==> config.mk <==
export PLATFORM = sky130hd
export DESIGN_NAME = ts_packet_header_parser
export DESIGN_NICKNAME = d
export VERILOG_FILES = /design/src/rtl/core/tsp_pkg.sv /design/src/rtl/core/ts_packet_header_parser.sv /design/src/rtl/core/tsp_parse.sv /design/src/rtl/core/tsp_out_buf.sv
export SDC_FILE = /design/constraint.sdc
export NUM_CORES = 1
export LEC_CHECK = 0
export BUFFER_PORTS_ARGS = -buffer_cell sky130_fd_sc_hd__buf_4
export CORE_MARGIN = 2
export CORE_UTILIZATION = 45
export CTS_CLUSTER_DIAMETER = 200
export DETAILED_ROUTE_END_ITERATION = 10
export SKIP_CTS_REPAIR_TIMING = 1
export SLEW_MARGIN = 5
export SYNTH_ARGS = -nofsm -noshare
export SYNTH_HDL_FRONTEND = slang
export SYNTH_HIERARCHICAL = 1
export SYNTH_SLANG_ARGS = --single-unit
==> constraint.sdc <==
create_clock -name i_clk -period 6.9 [get_ports i_clk]
set_clock_uncertainty 0.05 [all_clocks]
set_input_delay 0 -clock i_clk [delete_from_list [all_inputs] [get_ports i_clk]]
set_output_delay 0 -clock i_clk [all_outputs]
set_load 0.01 [all_outputs]
==> src/rtl/core/tsp_pkg.sv <==
// shared types and constants for the transport stream header parser
package tsp_pkg;

    localparam logic [7:0]  SYNC_BYTE = 8'h47;
    localparam logic [12:0] NULL_PID  = 13'h1FFF;

    typedef enum logic [1:0] {
        KIND_INFO    = 2'd0,
        KIND_PAYLOAD = 2'd1,
        KIND_ERROR   = 2'd2
    } t_kind;

    typedef enum logic [2:0] {
        ERR_NONE     = 3'd0,
        ERR_SYNC     = 3'd1,
        ERR_TEI      = 3'd2,
        ERR_RSVD     = 3'd3,
        ERR_LENGTH   = 3'd4,
        ERR_FIELD    = 3'd5,
        ERR_EXT      = 3'd6
    } t_err;

    // one-hot codes keep their packet order, so range compares still work
    typedef enum logic [16:0] {
        PH_SYNC     = 17'h00001,
        PH_H1       = 17'h00002,
        PH_H2       = 17'h00004,
        PH_H3       = 17'h00008,
        PH_AFLEN    = 17'h00010,
        PH_AFFLAGS  = 17'h00020,
        PH_PCR      = 17'h00040,
        PH_OPCR     = 17'h00080,
        PH_SPLICE   = 17'h00100,
        PH_PRIVLEN  = 17'h00200,
        PH_PRIV     = 17'h00400,
        PH_EXTLEN   = 17'h00800,
        PH_EXTFLAGS = 17'h01000,
        PH_EXTFIELD = 17'h02000,
        PH_EXTRSVD  = 17'h04000,
        PH_STUFF    = 17'h08000,
        PH_PAYLOAD  = 17'h10000
    } t_phase;

    typedef struct packed {
        t_kind       kind;
        logic [12:0] pid;
        logic [7:0]  data;
        logic        payload_start;
        logic        last_byte;
        logic [3:0]  continuity;
        logic [7:0]  payload_length;
        logic        pcr_valid;
        logic [32:0] pcr_base;
        logic [8:0]  pcr_ext;
        t_err        error_code;
    } t_result;

endpackage

==> src/rtl/core/ts_packet_header_parser.sv <==
// transport stream packet header parser top level
// each result is registered in the output buffer's main entry, or in its skid entry while the output stalls
// throughput: one byte per cycle; a stall on the output holds input once the skid entry fills
// each byte gives zero or one result; an error result halts the parser until reset
// reset: synchronous active-low, returns to sync search and clears the halt
module ts_packet_header_parser (
    input  logic        i_clk,
    input  logic        i_rst_n,
    input  logic        i_valid,
    output logic        o_stall,
    input  logic [7:0]  i_stream_byte,
    output logic        o_valid,
    input  logic        i_stall,
    output logic [1:0]  o_kind,
    output logic [12:0] o_pid,
    output logic [7:0]  o_data,
    output logic        o_payload_start,
    output logic        o_last_byte,
    output logic [3:0]  o_continuity,
    output logic [7:0]  o_payload_length,
    output logic        o_pcr_valid,
    output logic [32:0] o_pcr_base,
    output logic [8:0]  o_pcr_ext,
    output logic [2:0]  o_error_code
);

    tsp_pkg::t_result res, out_res;
    logic res_valid, full, accept;

    assign accept  = i_valid && !full;
    assign o_stall = full;

    tsp_parse u_parse (
        .i_clk(i_clk), .i_rst_n(i_rst_n), .i_en(accept), .i_byte(i_stream_byte),
        .o_res_valid(res_valid), .o_res(res)
    );

    tsp_out_buf u_out (
        .i_clk(i_clk), .i_rst_n(i_rst_n), .i_valid(res_valid), .i_res(res),
        .o_full(full), .o_valid(o_valid), .i_stall(i_stall), .o_res(out_res)
    );

    assign o_kind           = out_res.kind;
    assign o_pid            = out_res.pid;
    assign o_data           = out_res.data;
    assign o_payload_start  = out_res.payload_start;
    assign o_last_byte      = out_res.last_byte;
    assign o_continuity     = out_res.continuity;
    assign o_payload_length = out_res.payload_length;
    assign o_pcr_valid      = out_res.pcr_valid;
    assign o_pcr_base       = out_res.pcr_base;
    assign o_pcr_ext        = out_res.pcr_ext;
    assign o_error_code     = out_res.error_code;

endmodule

==> src/rtl/core/tsp_parse.sv <==
// per-byte parse state machine, one byte in and at most one result out per cycle
module tsp_parse (
    input  logic               i_clk,
    input  logic               i_rst_n,
    input  logic               i_en,
    input  logic [7:0]         i_byte,
    output logic               o_res_valid,
    output tsp_pkg::t_result   o_res
);

    tsp_pkg::t_phase r_phase, n_phase;
    logic [7:0]  r_idx, n_idx;
    logic [12:0] r_pid, n_pid;
    logic [7:0]  r_hflags, n_hflags;
    logic [7:0]  r_af_rem, n_af_rem;
    logic [7:0]  r_af_flags, n_af_flags;
    logic [3:0]  r_fcnt, n_fcnt;
    logic [47:0] r_pcr, n_pcr;
    logic [7:0]  r_priv_rem, n_priv_rem;
    logic [7:0]  r_ext_rem, n_ext_rem;
    logic [2:0]  r_ext_flags, n_ext_flags;
    logic        r_halted, n_halted;

    logic           emit;
    tsp_pkg::t_kind e_kind;
    logic [7:0]     e_plen;
    logic           e_last;
    tsp_pkg::t_err  e_err;

    logic        in_af;
    logic [7:0]  af_dec;
    logic [7:0]  plen_af;
    logic [3:0]  ext_need;
    logic [2:0]  bflags;
    logic [1:0]  afc;
    logic [7:0]  ext_dec;

    always_comb begin
        in_af   = (r_phase >= tsp_pkg::PH_AFFLAGS) && (r_phase <= tsp_pkg::PH_STUFF);
        af_dec  = (in_af && r_af_rem != 8'd0) ? r_af_rem - 8'd1 : r_af_rem;
        plen_af = (r_idx < 8'd187) ? 8'd187 - r_idx : 8'd0;
        bflags  = i_byte[7:5];
        afc     = i_byte[5:4];
        ext_dec = (r_ext_rem != 8'd0) ? r_ext_rem - 8'd1 : r_ext_rem;
        ext_need = (bflags[2] ? 4'd2 : 4'd0) + (bflags[1] ? 4'd3 : 4'd0)
                 + (bflags[0] ? 4'd5 : 4'd0);
    end

    // next-state logic; the adaptation-field chain is resolved within the cycle
    always_comb begin
        logic do_ext;
        logic do_af;
        logic do_fin;
        n_phase = r_phase;   n_idx = r_idx;       n_pid = r_pid;
        n_hflags = r_hflags; n_af_rem = af_dec;   n_af_flags = r_af_flags;
        n_fcnt = r_fcnt;     n_pcr = r_pcr;       n_priv_rem = r_priv_rem;
        n_ext_rem = r_ext_rem; n_ext_flags = r_ext_flags; n_halted = r_halted;
        emit = 1'b0; e_kind = tsp_pkg::KIND_INFO; e_plen = 8'd0; e_last = 1'b0;
        e_err = tsp_pkg::ERR_NONE;
        do_ext = 1'b0; do_af = 1'b0; do_fin = 1'b0;

        if (in_af && r_phase != tsp_pkg::PH_STUFF &&
            r_phase == tsp_pkg::PH_EXTFIELD && r_ext_rem == 8'd0) begin
            emit = 1'b1; e_kind = tsp_pkg::KIND_ERROR; e_err = tsp_pkg::ERR_EXT;
        end else if (in_af && r_phase != tsp_pkg::PH_STUFF && r_af_rem == 8'd0) begin
            emit = 1'b1; e_kind = tsp_pkg::KIND_ERROR; e_err = tsp_pkg::ERR_FIELD;
        end else begin
            unique case (r_phase)
                tsp_pkg::PH_SYNC: begin
                    n_pid = '0; n_hflags = '0; n_pcr = '0;
                    if (i_byte != tsp_pkg::SYNC_BYTE) begin
                        emit = 1'b1; e_kind = tsp_pkg::KIND_ERROR; e_err = tsp_pkg::ERR_SYNC;
                    end else begin
                        n_phase = tsp_pkg::PH_H1;
                    end
                end
                tsp_pkg::PH_H1: begin
                    n_hflags = i_byte & 8'hC0;
                    n_pid = {i_byte[4:0], 8'h00};
                    n_phase = tsp_pkg::PH_H2;
                end
                tsp_pkg::PH_H2: begin
                    n_pid = r_pid | {5'd0, i_byte};
                    n_phase = tsp_pkg::PH_H3;
                end
                tsp_pkg::PH_H3: begin
                    n_hflags = {1'b0, r_hflags[6], 2'b00, i_byte[3:0]};
                    if (r_pid == tsp_pkg::NULL_PID) begin
                        n_hflags[4] = 1'b1;
                        emit = 1'b1; e_kind = tsp_pkg::KIND_INFO; e_plen = 8'd184;
                        n_phase = tsp_pkg::PH_PAYLOAD;
                    end else if (r_hflags[7]) begin
                        emit = 1'b1; e_kind = tsp_pkg::KIND_ERROR; e_err = tsp_pkg::ERR_TEI;
                    end else if (afc == 2'd0) begin
                        emit = 1'b1; e_kind = tsp_pkg::KIND_ERROR; e_err = tsp_pkg::ERR_RSVD;
                    end else begin
                        n_hflags[5:4] = afc;
                        if (afc == 2'd1) begin
                            emit = 1'b1; e_kind = tsp_pkg::KIND_INFO; e_plen = 8'd184;
                            n_phase = tsp_pkg::PH_PAYLOAD;
                        end else begin
                            n_phase = tsp_pkg::PH_AFLEN;
                        end
                    end
                end
                tsp_pkg::PH_AFLEN: begin
                    if (i_byte > 8'd183) begin
                        emit = 1'b1; e_kind = tsp_pkg::KIND_ERROR;
                        e_err = tsp_pkg::ERR_LENGTH;
                    end else if (i_byte == 8'd0) begin
                        do_fin = 1'b1;
                    end else begin
                        n_af_rem = i_byte;
                        n_phase = tsp_pkg::PH_AFFLAGS;
                    end
                end
                tsp_pkg::PH_AFFLAGS: begin
                    n_af_flags = i_byte;
                    do_af = 1'b1;
                end
                tsp_pkg::PH_PCR: begin
                    n_pcr = {r_pcr[39:0], i_byte};
                    n_fcnt = (r_fcnt != 4'd0) ? r_fcnt - 4'd1 : r_fcnt;
                    if (n_fcnt == 4'd0) begin
                        n_hflags[7] = 1'b1;
                        do_af = 1'b1;
                    end
                end
                tsp_pkg::PH_OPCR: begin
                    n_fcnt = (r_fcnt != 4'd0) ? r_fcnt - 4'd1 : r_fcnt;
                    do_af = (n_fcnt == 4'd0);
                end
                tsp_pkg::PH_SPLICE: do_af = 1'b1;
                tsp_pkg::PH_PRIVLEN: begin
                    n_priv_rem = i_byte;
                    if (i_byte == 8'd0) do_af = 1'b1;
                    else n_phase = tsp_pkg::PH_PRIV;
                end
                tsp_pkg::PH_PRIV: begin
                    n_priv_rem = (r_priv_rem != 8'd0) ? r_priv_rem - 8'd1 : r_priv_rem;
                    do_af = (n_priv_rem == 8'd0);
                end
                tsp_pkg::PH_EXTLEN: begin
                    n_ext_rem = i_byte;
                    if (i_byte == 8'd0) do_af = 1'b1;
                    else n_phase = tsp_pkg::PH_EXTFLAGS;
                end
                tsp_pkg::PH_EXTFLAGS: begin
                    n_ext_rem = ext_dec;
                    n_ext_flags = bflags;
                    if ({4'd0, ext_need} > ext_dec) begin
                        emit = 1'b1; e_kind = tsp_pkg::KIND_ERROR; e_err = tsp_pkg::ERR_EXT;
                    end else begin
                        do_ext = 1'b1;
                    end
                end
                tsp_pkg::PH_EXTFIELD: begin
                    n_ext_rem = r_ext_rem - 8'd1;
                    n_fcnt = (r_fcnt != 4'd0) ? r_fcnt - 4'd1 : r_fcnt;
                    do_ext = (n_fcnt == 4'd0);
                end
                tsp_pkg::PH_EXTRSVD: begin
                    n_ext_rem = ext_dec;
                    do_af = (n_ext_rem == 8'd0);
                end
                tsp_pkg::PH_STUFF: do_fin = (af_dec == 8'd0);
                tsp_pkg::PH_PAYLOAD: begin
                    emit = 1'b1; e_kind = tsp_pkg::KIND_PAYLOAD;
                    e_last = (r_idx >= 8'd187);
                    if (e_last) n_phase = tsp_pkg::PH_SYNC;
                end
                default: n_phase = tsp_pkg::PH_SYNC;
            endcase

            // extension field walk, falls back to the adaptation walk
            if (do_ext) begin
                priority if (n_ext_flags[2]) begin
                    n_ext_flags[2] = 1'b0; n_fcnt = 4'd2; n_phase = tsp_pkg::PH_EXTFIELD;
                end else if (n_ext_flags[1]) begin
                    n_ext_flags[1] = 1'b0; n_fcnt = 4'd3; n_phase = tsp_pkg::PH_EXTFIELD;
                end else if (n_ext_flags[0]) begin
                    n_ext_flags[0] = 1'b0; n_fcnt = 4'd5; n_phase = tsp_pkg::PH_EXTFIELD;
                end else if (n_ext_rem != 8'd0) begin
                    n_phase = tsp_pkg::PH_EXTRSVD;
                end else begin
                    do_af = 1'b1;
                end
            end
            if (do_af) begin
                priority if (n_af_flags[4]) begin
                    n_af_flags[4] = 1'b0; n_fcnt = 4'd6; n_phase = tsp_pkg::PH_PCR;
                end else if (n_af_flags[3]) begin
                    n_af_flags[3] = 1'b0; n_fcnt = 4'd6; n_phase = tsp_pkg::PH_OPCR;
                end else if (n_af_flags[2]) begin
                    n_af_flags[2] = 1'b0; n_phase = tsp_pkg::PH_SPLICE;
                end else if (n_af_flags[1]) begin
                    n_af_flags[1] = 1'b0; n_phase = tsp_pkg::PH_PRIVLEN;
                end else if (n_af_flags[0]) begin
                    n_af_flags[0] = 1'b0; n_phase = tsp_pkg::PH_EXTLEN;
                end else if (n_af_rem != 8'd0) begin
                    n_phase = tsp_pkg::PH_STUFF;
                end else begin
                    do_fin = 1'b1;
                end
            end
            if (do_fin) begin
                emit = 1'b1;
                if (n_hflags[5:4] == 2'd2 && plen_af != 8'd0) begin
                    e_kind = tsp_pkg::KIND_ERROR; e_err = tsp_pkg::ERR_LENGTH;
                end else begin
                    e_kind = tsp_pkg::KIND_INFO; e_plen = plen_af;
                    n_phase = (plen_af != 8'd0) ? tsp_pkg::PH_PAYLOAD : tsp_pkg::PH_SYNC;
                end
            end
        end

        if (e_kind == tsp_pkg::KIND_ERROR && emit) n_halted = 1'b1;
        n_idx = (n_phase == tsp_pkg::PH_SYNC) ? 8'd0 : r_idx + 8'd1;
    end

    // result fields are taken from the state as updated by this byte
    always_comb begin
        logic info;
        logic pkt;
        logic pv;
        info = (e_kind == tsp_pkg::KIND_INFO);
        pkt  = (e_kind != tsp_pkg::KIND_ERROR);
        pv   = info && n_hflags[7];
        o_res.kind           = e_kind;
        o_res.pid            = n_pid;
        o_res.data           = (e_kind == tsp_pkg::KIND_PAYLOAD) ? i_byte : 8'd0;
        o_res.payload_start  = pkt ? n_hflags[6] : 1'b0;
        o_res.last_byte      = e_last;
        o_res.continuity     = pkt ? n_hflags[3:0] : 4'd0;
        o_res.payload_length = info ? e_plen : 8'd0;
        o_res.pcr_valid      = pv;
        o_res.pcr_base       = pv ? n_pcr[47:15] : 33'd0;
        o_res.pcr_ext        = pv ? n_pcr[8:0] : 9'd0;
        o_res.error_code     = e_err;
        o_res_valid          = i_en && !r_halted && emit;
    end

    always_ff @(posedge i_clk) begin
        if (!i_rst_n) begin
            r_phase <= tsp_pkg::PH_SYNC; r_idx <= '0; r_pid <= '0; r_hflags <= '0;
            r_af_rem <= '0; r_af_flags <= '0; r_fcnt <= '0; r_pcr <= '0;
            r_priv_rem <= '0; r_ext_rem <= '0; r_ext_flags <= '0; r_halted <= 1'b0;
        end else if (i_en && !r_halted) begin
            r_halted <= n_halted;
            if (!n_halted) begin
                r_phase <= n_phase; r_idx <= n_idx; r_pid <= n_pid; r_hflags <= n_hflags;
                r_af_rem <= n_af_rem; r_af_flags <= n_af_flags; r_fcnt <= n_fcnt;
                r_pcr <= n_pcr; r_priv_rem <= n_priv_rem; r_ext_rem <= n_ext_rem;
                r_ext_flags <= n_ext_flags;
            end
        end
    end

endmodule

==> src/rtl/core/tsp_out_buf.sv <==
// two-entry skid buffer on the result side
module tsp_out_buf (
    input  logic             i_clk,
    input  logic             i_rst_n,
    input  logic             i_valid,
    input  tsp_pkg::t_result i_res,
    output logic             o_full,
    output logic             o_valid,
    input  logic             i_stall,
    output tsp_pkg::t_result o_res
);

    tsp_pkg::t_result r_main, r_skid;
    logic r_main_v, r_skid_v;
    logic take;

    assign take    = r_main_v && !i_stall;
    assign o_valid = r_main_v;
    assign o_res   = r_main;
    assign o_full  = r_skid_v;

    always_ff @(posedge i_clk) begin
        if (!i_rst_n) begin
            r_main_v <= 1'b0;
            r_skid_v <= 1'b0;
        end else begin
            if (!r_main_v || take) begin
                if (r_skid_v) begin
                    r_main   <= r_skid;
                    r_main_v <= 1'b1;
                    r_skid_v <= i_valid;
                    r_skid   <= i_res;
                end else begin
                    r_main   <= i_res;
                    r_main_v <= i_valid;
                end
            end else if (i_valid) begin
                r_skid   <= i_res;
                r_skid_v <= 1'b1;
            end
        end
    end

endmodule

# == After elaboration in Yosys (flattened, before gate mapping) ==
# Cells that the tools add are included.
# totals
ff_bits,299
inputBits,12
output_inout_bits,85
elab_cells,304
# classes
add_sub_neg,8
magnitude_cmp,6
eq_ne,27
n_mux,172
bitwise_logic,4
reduce_logical,49
# ops
op,count
$mux 17,27
$mux 83,4
$mux 8,27
$pmux 17 s9,1
$mux 48,2
$pmux 48 s2,1
$logic_not 8->1,6
$reduce_bool 8->1,6
$mux 1,47
$mux 4,11
$mux 3,14
$pmux 13 s3,1
$eq 17x1->1 const B,2
$mux 2,17
$mux 33,1
$mux 13,2
$pmux 8 s3,1
$sub 8x1->8 const B,3
$pmux 7 s3,1
$mux 5,4
$eq 17x10->1 const B,1
$eq 17x11->1 const B,1
$eq 17x12->1 const B,1
$eq 17x13->1 const B,1
other kinds (54),84

# == Logic depth before layout (Yosys ltp) ==
# depth
ltp_word,27
ltp_mapped,21
ltp_nobuf,19

# == Modules after synthesis ==
# Netlist, hierarchy kept.
# modules_own_cells
module,n_inst,cells_each,area_per_inst_um2,seq_area_each_um2
tsp_parse,1,1240,9382.7,2622.5
tsp_out_buf,1,270,6247.2,5024.8
ts_packet_header_parser,1,1,13.8,0.0

# == Worst setup path before layout ==
# Ideal clock, no wire load.
# synth_path
path_kind,reg2reg
startpoint,register u_out.r_main_v (netlist: u_out/o_valid)
endpoint,"register u_out.r_main (netlist bit u_out/o_res[0]), enable pin"
setup_time_ns,0.652
arrival_time_ns,6.320
required_ns,6.198
setup_slack_ns,-0.122
path_stages_with_launch,2
n_path_buf,0
period_less_slack_ns,7.022
path_cell_list,dfxtp_1 a21boi_0
# synth_between
elab_chain_len,3
elab_cells_between_ends,4
classes_between,reduce/logical: 4
# synth_lines
element,line_no,source
start: declaration,tsp_out_buf.sv:14,"logic r_main_v, r_skid_v;"
start signal: assignment,tsp_out_buf.sv:35,r_main_v <= i_valid;
$logic_not 1->1 / $logic_and 1x1->1 (equally long branches),"tsp_out_buf.sv:27, tsp_out_buf.sv:17",
$logic_or 1x1->1 *,tsp_out_buf.sv:27,if (!r_main_v || take) begin
$reduce_and 2->1 (no line) *,--,
end signal: assignment,tsp_out_buf.sv:29,r_main <= r_skid;
end signal: assignment,tsp_out_buf.sv:34,r_main <= i_res;
end: declaration,tsp_out_buf.sv:13,"tsp_pkg::t_result r_main, r_skid;"
# Every way passes the cells marked *; elsewhere a longest branch is shown, timed or not.
# A chain may end at the register's enable or synchronous reset.

# == Worst setup path after layout ==
# layout_path
startpoint,register u_parse.r_ext_rem[0]
endpoint,"register u_out/r_skid[28] (netlist bit), enable pin"
# layout_between
elab_chain_len,22
elab_cells_between_ends,34
classes_between,add/sub: 1; order compare: 1; mux: 24; reduce/logical: 8
# layout_lines
element,line_no,source
start: declaration,tsp_parse.sv:20,"logic [7:0] r_ext_rem, n_ext_rem;"
start signal: assignment,tsp_parse.sv:253,r_pcr <= n_pcr; r_priv_rem <= n_priv_rem; r_ext_rem <= n_ext_rem;
$sub 8x1->8 / $reduce_bool 8->1 (equally long branches),"tsp_parse.sv:44, tsp_parse.sv:158",
$mux 8,tsp_parse.sv:44,ext_dec = (r_ext_rem != 8'd0) ? r_ext_rem - 8'd1 : r_ext_rem;
$pmux 8 s3,tsp_parse.sv:68,unique case (r_phase)
$mux 8,tsp_parse.sv:65,end else if (in_af && r_phase != tsp_pkg::PH_STUFF && r_af_rem == 8'd0) begin
$mux 8,tsp_parse.sv:62,if (in_af && r_phase != tsp_pkg::PH_STUFF &&
$reduce_bool 8->1,tsp_parse.sv:183,end else if (n_ext_rem != 8'd0) begin
$mux 1,tsp_parse.sv:183,
$mux 1,tsp_parse.sv:181,end else if (n_ext_flags[0]) begin
[7 not listed],--,
$mux 1,tsp_parse.sv:62,
$mux 1,tsp_parse.sv:206,if (do_fin) begin
$mux 1,tsp_parse.sv:65,
$mux 1 *,tsp_parse.sv:62,
$logic_and 1x1->1 *,tsp_parse.sv:240,o_res_valid = i_en && !r_halted && emit;
via res_valid,ts_packet_header_parser.sv:28,"logic res_valid, full, accept;"
$reduce_bool 2->1 (no line) *,--,
$reduce_and 3->1 (no line) *,--,
end signal: assignment,tsp_out_buf.sv:32,r_skid <= i_res;
end signal: assignment,tsp_out_buf.sv:38,r_skid <= i_res;
end: declaration,tsp_out_buf.sv:13,
# The timed path passes the listed nets; every way through them passes the cells marked *. The select of a mux whose other input is x is not followed.

==> run_results.csv <==
group,metric,value,unit
status,status,"complete, no violations",
route,drtIter0Drc,1121,
synthesis,synth_top_cell_area_share,31.9,%
cts,clkSinkCount,299,
global_routing,grtUsageTotal,22.4,%
route,vias,12209,
floorplanning,initial_core_util,45.5,%
global_routing,grt_first_pass_wirelength,64.1,mm
placement,buffer_ports.inserted,96,
timing,finalMaxSlewViolations,0,
timing,max_freq,0.178,GHz
critical_path,cp-start-kind,"register",
global_routing,grt_pass1_vias,11277,
route,highest_layer,"met4",
cts,cts_buffers,34,
synthesis,syn_nets,1545,
synthesis,avgSynthCellArea,10.4,sq um
synthesis,synth_cells,1511,
global_routing,antenna_found_initial,0,
synthesis,synth_seq_cells,299,
cts,cts_tree,"yes",
final_layout,fin_nets,1600,
timing,final-setup-viol-count,0,
timing,timing.final.ws_setup,1300,ps
route,antenna_left,0,
floorplanning,core_area,34400,sq um
critical_path,arrival,5810,ps
critical_path,cp_max_fo,46,
final_layout,drive_gt1_share,18.3,%
floorplanning,floorplan.rows,68,
route,post_drt_wl_per_cell,20.1,um
route,met3_wirelength,2.41,mm
cts,clock-root-buffer,"clkbuf_16",
floorplanning,chipWidth,190,um
synthesis,yosys-top-cells-area,"edfxtp_1 (32%), dfxtp_1 (17%), a22oi_1 (4.7%)",
final_layout,num-fill-cells,3146,
power,leakagePower,0.00649,uW
route,viasPerCell,5.96,
timing,min_period_over_period,81.2,%
timing,rsz0062_at_grt,"false",
critical_path,cp.required,7110,ps
power,p_per_area,252,nW/um^2
run,cap_violations,0,
route,firstDrtPassIters,7,
synthesis,synth_edf_count,166,
synthesis,synthesis.area,15600,sq um
route,route.met2.wl,18.6,mm
critical_path,endpoint_kind,"register",
synthesis,synth_ff_type,"edfxtp_1",
floorplanning,num_io_pins,97,
route,drc,0,
final_layout,antenna_cells,0,
synthesis,yosys_warnings,6,
route,postRouteWirelength,41.2,mm
synthesis,synth-async-reset-ratio,0,%
placement,dp_hpwl,27.7,mm
global_routing,globalRouteOverflowTotal,0,
synthesis,yosysUniqueCellTypes,96,
cts,clk_pin_slew,60,ps
cts,htreeDepth,2,
critical_path,criticalPathCategory,"register to register",
synthesis,yosysSeqAreaShare,48.9,%
timing,period_minus_slack,5600,ps
timing,tns,0,ps
final_layout,syn_to_final_growth,14.0,%
synthesis,synth_top_cell_by_area,"edfxtp_1",
timing,report.final.hold_viol_count,0,
floorplanning,fp.dieArea,36300,sq um
cts,cts.path.max_buffers,3,
power,ir_drop,0.186,mV
placement,globalplace.congestion,0.971,
floorplanning,die_h,190,um
global_routing,grt_max_degree,82,
route,wl_met1,19.3,mm
cts,clock_latency,520,ps
timing,worstMarginPinSlew,1120,ps
placement,post-place-ws,1450,ps
timing,slew_headroom,24.9,%
min_path,hold_class,"input port to register",
## area by class of cell
cell class,count,area (sq um),share of cell area (%)
Sequential cell,299,7650,42.9
Clock inverter,14,141,0.793
Tap cell,455,569,3.19
Timing Repair Buffer,126,986,5.53
Multi-Input combinational cell,1078,7410,41.5
Clock buffer,48,975,5.47
Inverter,27,101,0.568
## flip-flops by register name, summed over array words and instances, names as in the netlist
name	flops
u_parse/r_af_rem	8
u_out/r_skid	83
u_parse/r_phase	17
u_parse/r_ext_flags	3
u_parse/r_idx	8
u_parse/r_halted	1
u_parse/r_pcr	48
u_out/o_res	83
u_parse/r_fcnt	4
u_parse/r_af_flags	5
u_parse/r_ext_rem	8
u_parse/r_pid	13
u_parse/r_priv_rem	8
u_parse/r_hflags	8
u_out/o_full	1
u_out/o_valid	1
## cells in the final DEF (no fill, tap or decap), drive strengths merged, types with 10 or more instances in the layout
| master | n |
|---|---|
| o21ai | 43 |
| clkbuf | 48 |
| a22oi | 98 |
| a22o | 10 |
| and2 | 18 |
| nand2 | 123 |
| inv | 26 |
| or2 | 10 |
| nor2 | 142 |
| a21o | 12 |
| ha | 21 |
| xor2 | 10 |
| or3 | 13 |
| edfxtp | 166 |
| dlygate4sd3 | 11 |
| nor3 | 29 |
| nor3b | 15 |
| o31ai | 13 |
| and3 | 16 |
| nor2b | 70 |
| a21boi | 32 |
| nand2b | 11 |
| xnor2 | 14 |
| clkinv | 13 |
| dfxtp | 133 |
| nand4 | 14 |
| nand3 | 52 |
| nor4 | 21 |
| buf | 115 |
| mux2 | 87 |
| a21oi | 55 |
## cells by family (layout without fill, tap and decap cells)
kind of cell             Yosys count  in the layout  share of synthesized area, %
flip-flops                       299            299                          48.9
multiplexers                      94             94                          7.62
adder cells (fa/ha/maj)           22             22                          1.81
XOR/XNOR                          24             24                          1.34
buffers and inverters            134            215                          4.02
AO/OA/AOI/OAI                    363            363                          16.8
AND/OR/NAND/NOR                  575            575                          19.6
## layer usage
layer | vias to the layer above | GRT usage (%)
met5 | - | 0
met4 | 0 | 5.72
met3 | 65 | 3.26
met2 | 405 | 34.9
met1 | 5984 | 32.6
li1 | 5755 | -
## path summary, 6_finish.rpt
kind,from,endpoint,slack [ps],cells past startpoint
setup / recovery,u_parse/r_ext_rem[0],u_out/r_skid[28],1300,18
hold / removal,i_stall,u_out/o_full,350,4
setup reg to reg,u_parse/r_ext_rem[0],u_out/r_skid[28],1300,18
hold reg to reg,u_parse/r_ext_flags[0],u_parse/r_ext_flags[0],430,2
## synthesized netlist by cell type, types with 6 or more instances
cell type	count
nor3_1	27
inv_1	26
nand4_1	14
buf_2	23
a211oi_1	7
edfxtp_1	166
a21boi_1	10
a21boi_0	22
and3_1	16
xor2_1	10
mux2i_1	7
a22oi_1	98
mux2_4	38
o211a_1	9
nand3_1	52
o211ai_1	6
a31oi_1	8
a21o_1	11
a32oi_1	7
or3_1	13
a21oi_1	55
nor2_1	141
a22o_1	10
dfxtp_1	133
or2_2	9
o21ai_0	39
and2_1	18
buf_4	6
nand2_1	123
clkbuf_1	64
nand2b_1	11
o31ai_1	11
mux2_2	48
o22ai_1	7
xnor2_1	14
o2bb2ai_1	6
nor3b_1	15
buf_6	10
nor2b_1	69
nand4b_1	8
ha_1	21
or4_1	6
nor4_1	16
## through the flow
| stage | std cells | power (uW) | cell area (sq um) | hold slack, ps | utilization, % |
|---|---|---|---|---|---|
| after floorplan | 1511 | 2510 | 15600 | 66.9 | - |
| after global placement | 1974 | 2720 | 16600 | 320 | 48.3 |
| after detailed placement | 1974 | 2730 | 16600 | 326 | 48.3 |
| after CTS | 2036 | 4530 | 17700 | -204 | 51.6 |
| after global routing | 2047 | 4670 | 17800 | 358 | 51.9 |
| final | 2047 | 4500 | 17800 | 350 | 51.9 |
## where the power goes
group	switching (uW)	total, uW	internal (uW)
logic	469	710	241
clock network	725	1790	1070
registers	46.8	2000	1950
## critical path, stage by stage, from the launching register on
cell      delay, ps
dfxtp_1         510
inv_1           180
ha_1            240
nor3b_1         150
and2_1          290
or2_2           340
ha_1            310
and2_1          150
o21ai_0         100
a32o_1          230
a211oi_1        580
o31ai_1         230
nand2_1         170
o31a_1          400
o21ai_2         130
o31a_1          280
and3_1          210
o21a_4          430
buf_12          300
(Power assumes the default switching activity.)
